`config.mk`:
```
export PLATFORM = sky130hd
export DESIGN_NAME = event_time_priority_queue_unit_flat
export DESIGN_NICKNAME = d
export VERILOG_FILES = /design/src/rtl/etpq_pkg.sv /design/src/rtl/etpq_req_if.sv /design/src/rtl/etpq_rsp_if.sv /design/src/rtl/etpq_cell.sv /design/src/rtl/event_time_priority_queue_unit.sv /design/src/flat_wrapper.sv
export SDC_FILE = /design/constraint.sdc
export NUM_CORES = 2
export LEC_CHECK = 0
export BUFFER_PORTS_ARGS = -buffer_cell sky130_fd_sc_hd__buf_2
export CAP_MARGIN = 15
export CORE_UTILIZATION = 45
export DETAILED_ROUTE_END_ITERATION = 12
export GPL_TIMING_DRIVEN = 0
export PLACE_DENSITY_LB_ADDON = 0.1
export SYNTH_ARGS = -nofsm -noshare
export SYNTH_HDL_FRONTEND = slang
export SYNTH_SLANG_ARGS = --single-unit
```
`constraint.sdc`:
```
create_clock -name clk -period 7.3 [get_ports clk]
set_input_delay 1.46 -clock clk [delete_from_list [all_inputs] [get_ports clk]]
set_output_delay 1.46 -clock clk [all_outputs]
set_load 0.005 [all_outputs]
```
`src/rtl/etpq_pkg.sv`:
```
// Shared types and codes for the event-time priority queue.
package etpq_pkg;

  // Operation codes carried on the request channel
  localparam logic FUNC_PUSH = 1'b0;
  localparam logic FUNC_POP  = 1'b1;

  // Result status codes
  typedef enum logic [1:0] {
    ST_OK         = 2'd0,
    ST_POP_EMPTY  = 2'd1,
    ST_PUSH_FULL  = 2'd2,
    ST_RSVD       = 2'd3
  } status_t;

  // One stored event: sort key plus task fields
  typedef struct packed {
    logic        kind;
    logic [15:0] etime;
    logic [7:0]  task_number;
    logic [15:0] burst;
    logic [15:0] arrival;
    logic [7:0]  priority_lvl;
  } event_t;

  // Per-cycle command broadcast to every cell
  typedef struct packed {
    logic push;
    logic pop;
  } cell_ctrl_t;

endpackage

```
`src/rtl/etpq_req_if.sv`:
```
// Request channel: one push or pop with its event fields.
interface etpq_req_if;
  logic        valid;
  logic        ready;
  logic        func;
  logic        event_kind;
  logic [15:0] event_time;
  logic [7:0]  task_number;
  logic [15:0] task_burst;
  logic [15:0] task_arrival;
  logic [7:0]  task_priority;

  modport source (
    output valid, func, event_kind, event_time, task_number, task_burst,
           task_arrival, task_priority,
    input  ready
  );
  modport sink (
    input  valid, func, event_kind, event_time, task_number, task_burst,
           task_arrival, task_priority,
    output ready
  );
endinterface

```
`src/rtl/etpq_rsp_if.sv`:
```
// Response channel: status, popped event and queue flags.
interface etpq_rsp_if;
  logic        valid;
  logic        ready;
  logic [1:0]  status;
  logic        popped_kind;
  logic [15:0] popped_time;
  logic [7:0]  popped_task;
  logic [15:0] popped_burst;
  logic [15:0] popped_arrival;
  logic [7:0]  popped_priority;
  logic        queue_empty;
  logic        queue_full;

  modport source (
    output valid, status, popped_kind, popped_time, popped_task, popped_burst,
           popped_arrival, popped_priority, queue_empty, queue_full,
    input  ready
  );
  modport sink (
    input  valid, status, popped_kind, popped_time, popped_task, popped_burst,
           popped_arrival, popped_priority, queue_empty, queue_full,
    output ready
  );
endinterface

```
`src/rtl/etpq_cell.sv`:
```
// One slot of the sorted queue: compares against a new event and shifts.
module etpq_cell (
  input  logic                 clk,
  input  etpq_pkg::cell_ctrl_t ctrl,
  input  logic                 active,
  input  etpq_pkg::event_t     new_event,
  input  etpq_pkg::event_t     left_event,
  input  logic                 left_after,
  input  etpq_pkg::event_t     right_event,
  output etpq_pkg::event_t     slot,
  output logic                 after
);

  etpq_pkg::event_t slot_next;

  // New event stays behind this slot: later time, or same time and lower kind
  assign after = active &&
                 ((new_event.etime > slot.etime) ||
                  ((new_event.etime == slot.etime) && (new_event.kind < slot.kind)));

  // Keep, take the new event, take the left neighbor, or take the right one
  always_comb begin
    slot_next = slot;
    if (ctrl.push) begin
      if (!after) begin
        slot_next = left_after ? new_event : left_event;
      end
    end else if (ctrl.pop) begin
      slot_next = right_event;
    end
  end

  always_ff @(posedge clk) begin
    slot <= slot_next;
  end

endmodule

```
`src/rtl/event_time_priority_queue_unit.sv`:
```
// Event-time priority queue: top level with the cell row and response register.
//
// Usage: requests arrive on req (valid/ready). func selects push or pop.
// A push inserts the event into a row of DEPTH cells kept sorted by
// ascending time, higher kind first among equal times, newest first among
// equal keys. A pop returns the head event. Every request gives exactly one
// response on rsp carrying a status, the popped event (zero unless a pop
// succeeded) and the empty/full flags after the operation.
// A pop on an empty queue reports status 1; a push on a full queue is
// dropped and reports status 2.
// The response is registered and valid in the cycle after the request is accepted.
// Throughput: one request per cycle unless rsp stalls; every cell compares
// against the new event in parallel and hands its entry to a neighbor in the same cycle.
// Stall: req.ready is high while the response register is empty or being
// taken, so a stalled receiver holds the response and blocks only the next
// request. Reset clears the occupancy count and the response valid; slot
// contents are not cleared and are never read before being written.
module event_time_priority_queue_unit #(
  parameter int DEPTH = 16
) (
  input logic      clk,
  input logic      rst,
  etpq_req_if.sink   req,
  etpq_rsp_if.source rsp
);

  localparam int OCC_W = $clog2(DEPTH + 1);

  logic [OCC_W-1:0]     occupancy;
  logic [OCC_W-1:0]     occupancy_next;
  logic                 accept;
  logic                 is_empty;
  logic                 is_full;
  etpq_pkg::cell_ctrl_t ctrl;
  etpq_pkg::event_t     new_event;
  etpq_pkg::event_t     slots   [DEPTH];
  logic                 afters  [DEPTH];
  etpq_pkg::status_t    status_next;
  etpq_pkg::event_t     popped_next;

  assign req.ready = !rsp.valid || rsp.ready;
  assign accept    = req.valid && req.ready;
  assign is_empty  = (occupancy == '0);
  assign is_full   = (occupancy == OCC_W'(DEPTH));

  assign new_event.kind         = req.event_kind;
  assign new_event.etime        = req.event_time;
  assign new_event.task_number  = req.task_number;
  assign new_event.burst        = req.task_burst;
  assign new_event.arrival      = req.task_arrival;
  assign new_event.priority_lvl = req.task_priority;

  // Decode the request into cell commands, status and new occupancy
  always_comb begin
    ctrl           = '0;
    occupancy_next = occupancy;
    status_next    = etpq_pkg::ST_OK;
    popped_next    = '0;
    if (accept) begin
      if (req.func == etpq_pkg::FUNC_PUSH) begin
        if (is_full) begin
          status_next = etpq_pkg::ST_PUSH_FULL;
        end else begin
          ctrl.push      = 1'b1;
          occupancy_next = occupancy + OCC_W'(1);
        end
      end else begin
        if (is_empty) begin
          status_next = etpq_pkg::ST_POP_EMPTY;
        end else begin
          ctrl.pop       = 1'b1;
          popped_next    = slots[0];
          occupancy_next = occupancy - OCC_W'(1);
        end
      end
    end
  end

  // Row of cells; cell 0 is the head
  for (genvar i = 0; i < DEPTH; i++) begin : g_cell
    etpq_pkg::event_t left_event;
    etpq_pkg::event_t right_event;
    logic             left_after;
    logic             active;

    assign active = (OCC_W'(i) < occupancy);

    if (i == 0) begin : g_head
      assign left_event = new_event;
      assign left_after = 1'b1;
    end else begin : g_body
      assign left_event = slots[i-1];
      assign left_after = afters[i-1];
    end

    if (i == DEPTH - 1) begin : g_tail
      assign right_event = '0;
    end else begin : g_inner
      assign right_event = slots[i+1];
    end

    etpq_cell u_cell (
      .clk         (clk),
      .ctrl        (ctrl),
      .active      (active),
      .new_event   (new_event),
      .left_event  (left_event),
      .left_after  (left_after),
      .right_event (right_event),
      .slot        (slots[i]),
      .after       (afters[i])
    );
  end

  // Occupancy count and response valid
  always_ff @(posedge clk) begin
    if (rst) begin
      occupancy <= '0;
      rsp.valid <= 1'b0;
    end else begin
      occupancy <= occupancy_next;
      if (accept) begin
        rsp.valid <= 1'b1;
      end else if (rsp.ready) begin
        rsp.valid <= 1'b0;
      end
    end
  end

  // Response payload register
  always_ff @(posedge clk) begin
    if (accept) begin
      rsp.status          <= status_next;
      rsp.popped_kind     <= popped_next.kind;
      rsp.popped_time     <= popped_next.etime;
      rsp.popped_task     <= popped_next.task_number;
      rsp.popped_burst    <= popped_next.burst;
      rsp.popped_arrival  <= popped_next.arrival;
      rsp.popped_priority <= popped_next.priority_lvl;
      rsp.queue_empty     <= (occupancy_next == '0);
      rsp.queue_full      <= (occupancy_next == OCC_W'(DEPTH));
    end
  end

endmodule

```
`src/flat_wrapper.sv`:
```
// flat-port wrapper written by rule: the top's interface ports become plain ports
module event_time_priority_queue_unit_flat 
#(
  parameter int DEPTH = 16
)
  (clk, rst, req_valid, req_func, req_event_kind, req_event_time, req_task_number, req_task_burst, req_task_arrival, req_task_priority, req_ready, rsp_valid, rsp_status, rsp_popped_kind, rsp_popped_time, rsp_popped_task, rsp_popped_burst, rsp_popped_arrival, rsp_popped_priority, rsp_queue_empty, rsp_queue_full, rsp_ready);
  etpq_req_if req_i ();
  etpq_rsp_if rsp_i ();
  input logic clk;
  input logic rst;
  input wire logic [$bits(req_i.valid)-1:0] req_valid;
  input wire logic [$bits(req_i.func)-1:0] req_func;
  input wire logic [$bits(req_i.event_kind)-1:0] req_event_kind;
  input wire logic [$bits(req_i.event_time)-1:0] req_event_time;
  input wire logic [$bits(req_i.task_number)-1:0] req_task_number;
  input wire logic [$bits(req_i.task_burst)-1:0] req_task_burst;
  input wire logic [$bits(req_i.task_arrival)-1:0] req_task_arrival;
  input wire logic [$bits(req_i.task_priority)-1:0] req_task_priority;
  output wire logic [$bits(req_i.ready)-1:0] req_ready;
  output wire logic [$bits(rsp_i.valid)-1:0] rsp_valid;
  output wire logic [$bits(rsp_i.status)-1:0] rsp_status;
  output wire logic [$bits(rsp_i.popped_kind)-1:0] rsp_popped_kind;
  output wire logic [$bits(rsp_i.popped_time)-1:0] rsp_popped_time;
  output wire logic [$bits(rsp_i.popped_task)-1:0] rsp_popped_task;
  output wire logic [$bits(rsp_i.popped_burst)-1:0] rsp_popped_burst;
  output wire logic [$bits(rsp_i.popped_arrival)-1:0] rsp_popped_arrival;
  output wire logic [$bits(rsp_i.popped_priority)-1:0] rsp_popped_priority;
  output wire logic [$bits(rsp_i.queue_empty)-1:0] rsp_queue_empty;
  output wire logic [$bits(rsp_i.queue_full)-1:0] rsp_queue_full;
  input wire logic [$bits(rsp_i.ready)-1:0] rsp_ready;
  assign req_i.valid = req_valid;
  assign req_i.func = req_func;
  assign req_i.event_kind = req_event_kind;
  assign req_i.event_time = req_event_time;
  assign req_i.task_number = req_task_number;
  assign req_i.task_burst = req_task_burst;
  assign req_i.task_arrival = req_task_arrival;
  assign req_i.task_priority = req_task_priority;
  assign req_ready = req_i.ready;
  assign rsp_valid = rsp_i.valid;
  assign rsp_status = rsp_i.status;
  assign rsp_popped_kind = rsp_i.popped_kind;
  assign rsp_popped_time = rsp_i.popped_time;
  assign rsp_popped_task = rsp_i.popped_task;
  assign rsp_popped_burst = rsp_i.popped_burst;
  assign rsp_popped_arrival = rsp_i.popped_arrival;
  assign rsp_popped_priority = rsp_i.popped_priority;
  assign rsp_queue_empty = rsp_i.queue_empty;
  assign rsp_queue_full = rsp_i.queue_full;
  assign rsp_i.ready = rsp_ready;
  event_time_priority_queue_unit #(.DEPTH(DEPTH)) u_core (.clk(clk), .rst(rst), .req(req_i), .rsp(rsp_i));
endmodule
```
; ---- Yosys cells after proc, flatten, opt, wreduce, memory -nomap -nowiden
; Index checks and enable logic that the tools add are counted.
[word_totals]
output_inout_bits = 71
word_cells = 341
rom_bits = 0
input_bits = 70
ramBits = 0
reg_bits = 1115
memories = 0
latch_bits = 0
[classes]
reduce_logical = 72
muxes = 77
n_addsub = 2
div_mod_pow = 0
eq_ne = 34
order_cmp = 48
multipliers = 0
shifts = 0
bitwise_logic = 1
[op_table]
columns = operator, n
row1 = 65-bit 2-to-1 mux, 63
row2 = 16-bit == test, 16
row3 = 16-bit > comparator, 16
row4 = 4-bit by 5-bit < comparator with 1-bit output (first input constant), 8
row5 = 1-bit logical AND, 33
row6 = 2-bit inequality test (second input constant), 16
row7 = 2-bit AND reduction, 16
row8 = 3-bit by 5-bit < comparator with 1-bit output (first input constant), 4
row9 = 5-bit 2-to-1 mux, 4
row10 = 1-bit logical OR, 17
row11 = 1-bit < comparator, 16
row12 = 5-bit == test (second input constant), 2
row13 = 5-bit zero test, 2
row14 = 1-bit by 5-bit < comparator with 1-bit output (first input constant), 2
row15 = 2-bit by 5-bit < comparator with 1-bit output (first input constant), 2
row16 = 1-bit 2-to-1 mux, 7
row17 = 2-bit 2-to-1 mux, 3
row18 = 5-bit by 1-bit adder with 5-bit output (second input constant), 1
row19 = 5-bit by 1-bit subtractor with 5-bit output (second input constant), 1
row20 = 2-bit nonzero test, 2
row21 = 2-bit OR reduction, 1
row22 = 1-bit zero test, 1
row23 = 1-bit inverter, 1

; ---- Depth between registers and ports, before layout
[depth]
word_depth = 7
depth_mapped = 12
ltp_nobuf = 8

; ---- By module
; A second synthesis with hierarchy kept.
[unflattened]
cells_unflattened = 5754
hier_area_um2 = 63138.1
[modules_own_cells]
columns = module, area_per_inst_um2, seq_area_each_um2, n_inst, cells_each
row1 = etpq_cell at u_core.g_cell[0].u_cell ..., 3751.1, 1951.9, 11, 345
row2 = etpq_cell at u_core.g_cell[5].u_cell ..., 3727.3, 1951.9, 5, 343
row3 = event_time_priority_queue_unit, 3239.4, 2192.1, 1, 244

; ---- Worst setup path before layout
; OpenSTA, ideal clock, no wires.
[synth_path]
path_type = input-to-reg
startpoint = input req_event_time[0]
endpoint = register u_core.g_cell[1].u_cell.slot[0] (netlist bit) (enable)
required_ns = 6.804
t_arrival_ns = 6.395
path_slack_ns = 0.409
n_path_buf = 3
path_stages = 11
setup_ns = 0.496
cell_sequence = clkbuf_1 -> inv_1 -> ha_1 -> nand4_1 -> nor4_1 -> or3_1 -> nor3_1 -> buf_2 -> buf_2 -> nor2_1 -> o21ai_1
[synth_between]
elab_chain_cells = 6
elab_cells_between_ends = 7
classes_between = 1 x order compare / 2 x eq/ne / 4 x reduce/logical
[synth_lines]
columns = element, line_no
row1 = start: declaration, flat_wrapper.sv:14  ; input wire logic [$bits(req_i.event_time)-1:0] req_event_time;
row2 = "parallel branches: the longest is 2 deep, another holds 16-bit > comparator", --
row3 = 1-bit logical OR *, etpq_cell.sv:18  ; ((new_event.etime > slot.etime) ||
row4 = 1-bit logical AND *, etpq_cell.sv:17  ; assign after = active &&
row5 = 2-bit inequality test (no line) *, --
row6 = 2-bit AND reduction (no line) *, --
row7 = end signal: assignment, etpq_cell.sv:34  ; slot <= slot_next;
row8 = end: declaration, etpq_cell.sv:10  ; output etpq_pkg::event_t slot,
; Every way passes the cells marked *.
; A chain may end at the register's enable or synchronous reset.

; ---- Worst setup path in the final report
[layout_path]
startpoint = input req_event_time[0]
endpoint = register u_core.g_cell[1].u_cell.slot[24] (netlist bit) (enable)
; The elaborated chain is that of the path after synthesis.

==> flow_summary.ini <==
[worst_setup_path]
cp.required_ps = 7780
cp_cell_sequence = clkbuf_1 > inv_1 > ha_1 > nand4_1 > nor4_1 > o21ai_0 > nand2_1 > clkbuf_1 > buf_1 > nor2_1 > o21ai_4 > buf_12 > buf_16
crit_arrival_ps = 6570
crit_top_cell = clkbuf_1
endpoint = u_core.g_cell[1].u_cell.slot[24]
path_max_fanout = 24
r2r_setup_slack_ps = 2360
reg2reg_from = u_core.occupancy[1]
r2r_cells = 11
reg2reg_to = u_core.g_cell[5].u_cell.slot[10]
path_class = input pin to flop
critical-path-max-stage-delay_ps = 690
critPathCaptureType = flop
crit_start = req_event_time[0]
start_kind = input pin
crit_slowest_cell = inv_1

[power]
peakVddDrop_mv = 0.2418
leakagePower_nw = 27.90
power.density_nw_per_um2 = 322.9

[synth]
synth_cells = 6185
synthFlopType = edfxtp_1
yosys.area.top_type = edfxtp_1
synthXorXnorAreaFrac_pct = 0.01357
syn_nets = 6515
synth_top_family_by_area = compound AO/OA/AOI/OAI gates
synthMuxAreaShare_pct = 5.039
synthSimpleGateAreaFrac_pct = 11.82
synth.distinct_cells = 81
yosys.area_share.adder_pct = 5.039
syn_area_um2 = 64560
synth_seq_cells = 1115
synth_top_area_share_pct = 51.58
async_flop_share_pct = 0
synth.area.top_cells = edfxtp_1, o211ai_1, mux2i_1
yosysWarningCount = 0
synth_compound_area_share_pct = 20.65
syn_area_per_cell_um2 = 10.44
synth-seq-area-share_pct = 51.77
synth-edff-count = 1109

[clocking]
cts_tree = yes
ctsHoldBuffers = 0
clock-root-buffer = clkbuf_16
clock_path_buffers = 3
clk_pin_slew_worst_paths_ps = 60
post-cts-setup-buffers = 0
cts.sinks = 1115
cts_max_level = 4
cts-resized-gates = 0
cts-buffers-inserted = 135
clkLatencyLatePin_ps = 790

[global_route]
grt_max_degree = 66
grt_pass1_vias = 51070
grtUsageTotal_pct = 31.66
grt_pass1_wl_mm = 340.1
antenna_found_initial = 21
grt-ovfl-total = 0

[die]
die_h_um = 380.8
dieArea_um2 = 145000
ios = 141
start_util_pct = 45.49
fp.coreArea_um2 = 141900
num_rows = 138
die_w_um = 380.8

[timing]
worst_pin_slew_ps = 1270
max_clock_freq_mhz = 164.1
relSlewSlack_pct = 15.34
period_share_pct = 83.50
drv_slew = 0
rsz0062_at_grt = no
finalHoldViolations = 0
fin_ws_ps = 1205
finalClockSkew_ps = 30.77
setup_viol = 0
fin_crit_ps = 6095

[place]
port_buffers = 90
place_congestion = 0.9617
dp_hpwl_mm = 185.1
place_area_um2 = 68080
place_ws_ps = 408.6

[route]
avgRoutedWirePerCell_um = 27.82
vias = 52370
ant_nets = 0
drc = 0
drt_iter0_drc = 6496
wirelength_mm = 234.8
routed_via_density = 6.204
drtPass1Iterations = 6

[final_layout]
layout-drive-gt1-share_pct = 9.919
fin_area_um2 = 72370
area_delta_synth_final_pct = 12.10
fin_nets = 6769

[run_status]
status = finished clean

[worst_hold_path]
hp-class = flop to flop

[run]
cap_viol_max_count = 0
[sequential cells by signal, summed over array words and instances (netlist names)]
register	count
u_core.rsp.queue_full	1
u_core.rsp.popped_arrival	16
u_core.rsp.popped_priority	8
u_core.rsp.popped_kind	1
u_core.rsp.status	2
u_core.rsp.popped_time	16
u_core.occupancy	5
u_core.rsp.valid	1
u_core.rsp.popped_task	8
u_core.rsp.popped_burst	16
u_core.g_cell.u_cell.slot	1040
u_core.rsp.queue_empty	1
[layout by cell type (no fill, tap or decap), types with 30 or more instances in the layout]
master / synthesis / layout
o21ai_0: 171 / 170
o221a_1: 47 / 47
clkbuf_16: 0 / 139
a2bb2oi_1: 99 / 99
nand3_1: 139 / 139
nand2b_1: 64 / 64
clkbuf_1: 328 / 351
mux2i_1: 325 / 325
buf_1: 48 / 48
a21oi_1: 510 / 509
nor2_1: 550 / 550
edfxtp_1: 1109 / 1109
buf_2: 186 / 278
or3_1: 117 / 117
a22oi_1: 30 / 30
o221a_2: 82 / 82
and3_1: 53 / 53
a21o_1: 42 / 42
inv_1: 255 / 255
nand2_1: 642 / 633
o221ai_1: 46 / 46
nand4_1: 78 / 78
o211ai_1: 458 / 458
a211o_1: 134 / 134
ha_1: 260 / 260
a31oi_1: 185 / 185
clkinv_1: 0 / 36
[synthesized netlist by cell type, types with 7 or more instances]
master,count
a221oi_1,7
a21oi_1,510
o21ai_0,171
o21a_1,15
buf_2,186
nor2b_1,17
nor2_1,550
o221a_1,47
and2_1,7
a22oi_1,30
o221a_2,82
o221ai_1,46
clkbuf_1,328
nand4_1,78
o21ai_1,21
and4_1,7
a211o_1,134
a211oi_1,9
nand3_1,139
inv_1,255
nor4_1,10
mux2i_1,325
buf_4,20
a31oi_1,185
a21o_1,42
a2bb2oi_1,99
buf_1,48
and3_1,53
nand2b_1,64
o211ai_1,458
edfxtp_1,1109
or3_1,117
buf_6,16
nand2_1,642
ha_1,260
[cell type report]
| type | instances | area, um2 |
|---|---|---|
| Sequential cell | 1115 | 33420 |
| Tap cell | 1890 | 2365 |
| Antenna cell | 7 | 17.52 |
| Fill cell | 13110 | 69560 |
| Inverter | 258 | 970.9 |
| Clock inverter | 77 | 690.7 |
| Clock buffer | 164 | 3572 |
| Timing Repair Buffer | 117 | 1017 |
| Buffer | 602 | 2695 |
| Multi-Input combinational cell | 4210 | 27620 |
[worst max-delay path: cells and delay by family]
| family | cells | cell delay (ps) |
|---|---|---|
| adders and majority gates | 1 | 540 |
| AOI/OAI and AO/OA | 2 | 840 |
| buffers and inverters | 6 | 2560 |
| and+or+nand+nor | 4 | 1080 |
[power breakdown]
part / switching [mW] / internal [mW]
Combinational: 4.60 / 2.25
Clock: 2.84 / 3.87
Sequential: 0.889 / 8.93
[how the worst min path moves through the flow]
stage | cells after the start | slack (ps) | to | start
2_1_floorplan | 2 | 520 | u_core.g_cell[0].u_cell.slot[0] | u_core.g_cell[1].u_cell.slot[0]
4_1_cts | 2 | 560 | u_core.g_cell[0].u_cell.slot[27] | u_core.g_cell[1].u_cell.slot[27]
6_report | 2 | 560 | u_core.g_cell[0].u_cell.slot[24] | u_core.g_cell[1].u_cell.slot[24]
3_5_place_dp | 2 | 540 | u_core.g_cell[0].u_cell.slot[27] | u_core.g_cell[1].u_cell.slot[27]
5_1_grt | 2 | 580 | u_core.g_cell[0].u_cell.slot[26] | u_core.g_cell[1].u_cell.slot[26]
3_3_place_gp | 2 | 530 | u_core.g_cell[0].u_cell.slot[27] | u_core.g_cell[1].u_cell.slot[27]
[routing by layer]
metal / part of all wire (%) / up-vias / routed length, um / track usage (%)
met5: 0.078 / - / 182 / 0.4299
met1: 45 / 25620 / 104600 / 45.74
met4: 2.3 / 16 / 5471 / 8.240
met2: 43 / 2427 / 102100 / 48.03
li1: - / 24000 / - / -
met3: 9.6 / 305 / 22480 / 6.671
[per-stage QoR]
stage / hold slack [ps] / util, % / setup TNS [ps] / power [mW] / cells
3_5_place_dp: 542.3 / 47.97 / 0 / 16.59 / 8191
5_1_grt: 575.2 / 50.98 / 0 / 24.31 / 8435
6_report: 558.8 / 50.99 / 0 / 23.37 / 8440
2_1_floorplan: 518.8 / - / 0 / 14.02 / 6185
4_1_cts: 555.2 / 50.97 / 0 / 23.25 / 8432
3_3_place_gp: 531.4 / 47.47 / -1435190 / 16.41 / 8165
[kinds of logic (layout without fill, tap and decap cells)]
family	count (synthesis)	count (layout)
DFF	1115	1115
other	0	7
muxes	325	325
xor gates and xnor gates	1	1
buffers and inverters	860	1218
AOI/OAI and AO/OA	1910	1910
and+or+nand+nor	1714	1714
adders and majority gates	260	260
Power figures use the tool's default switching activity.
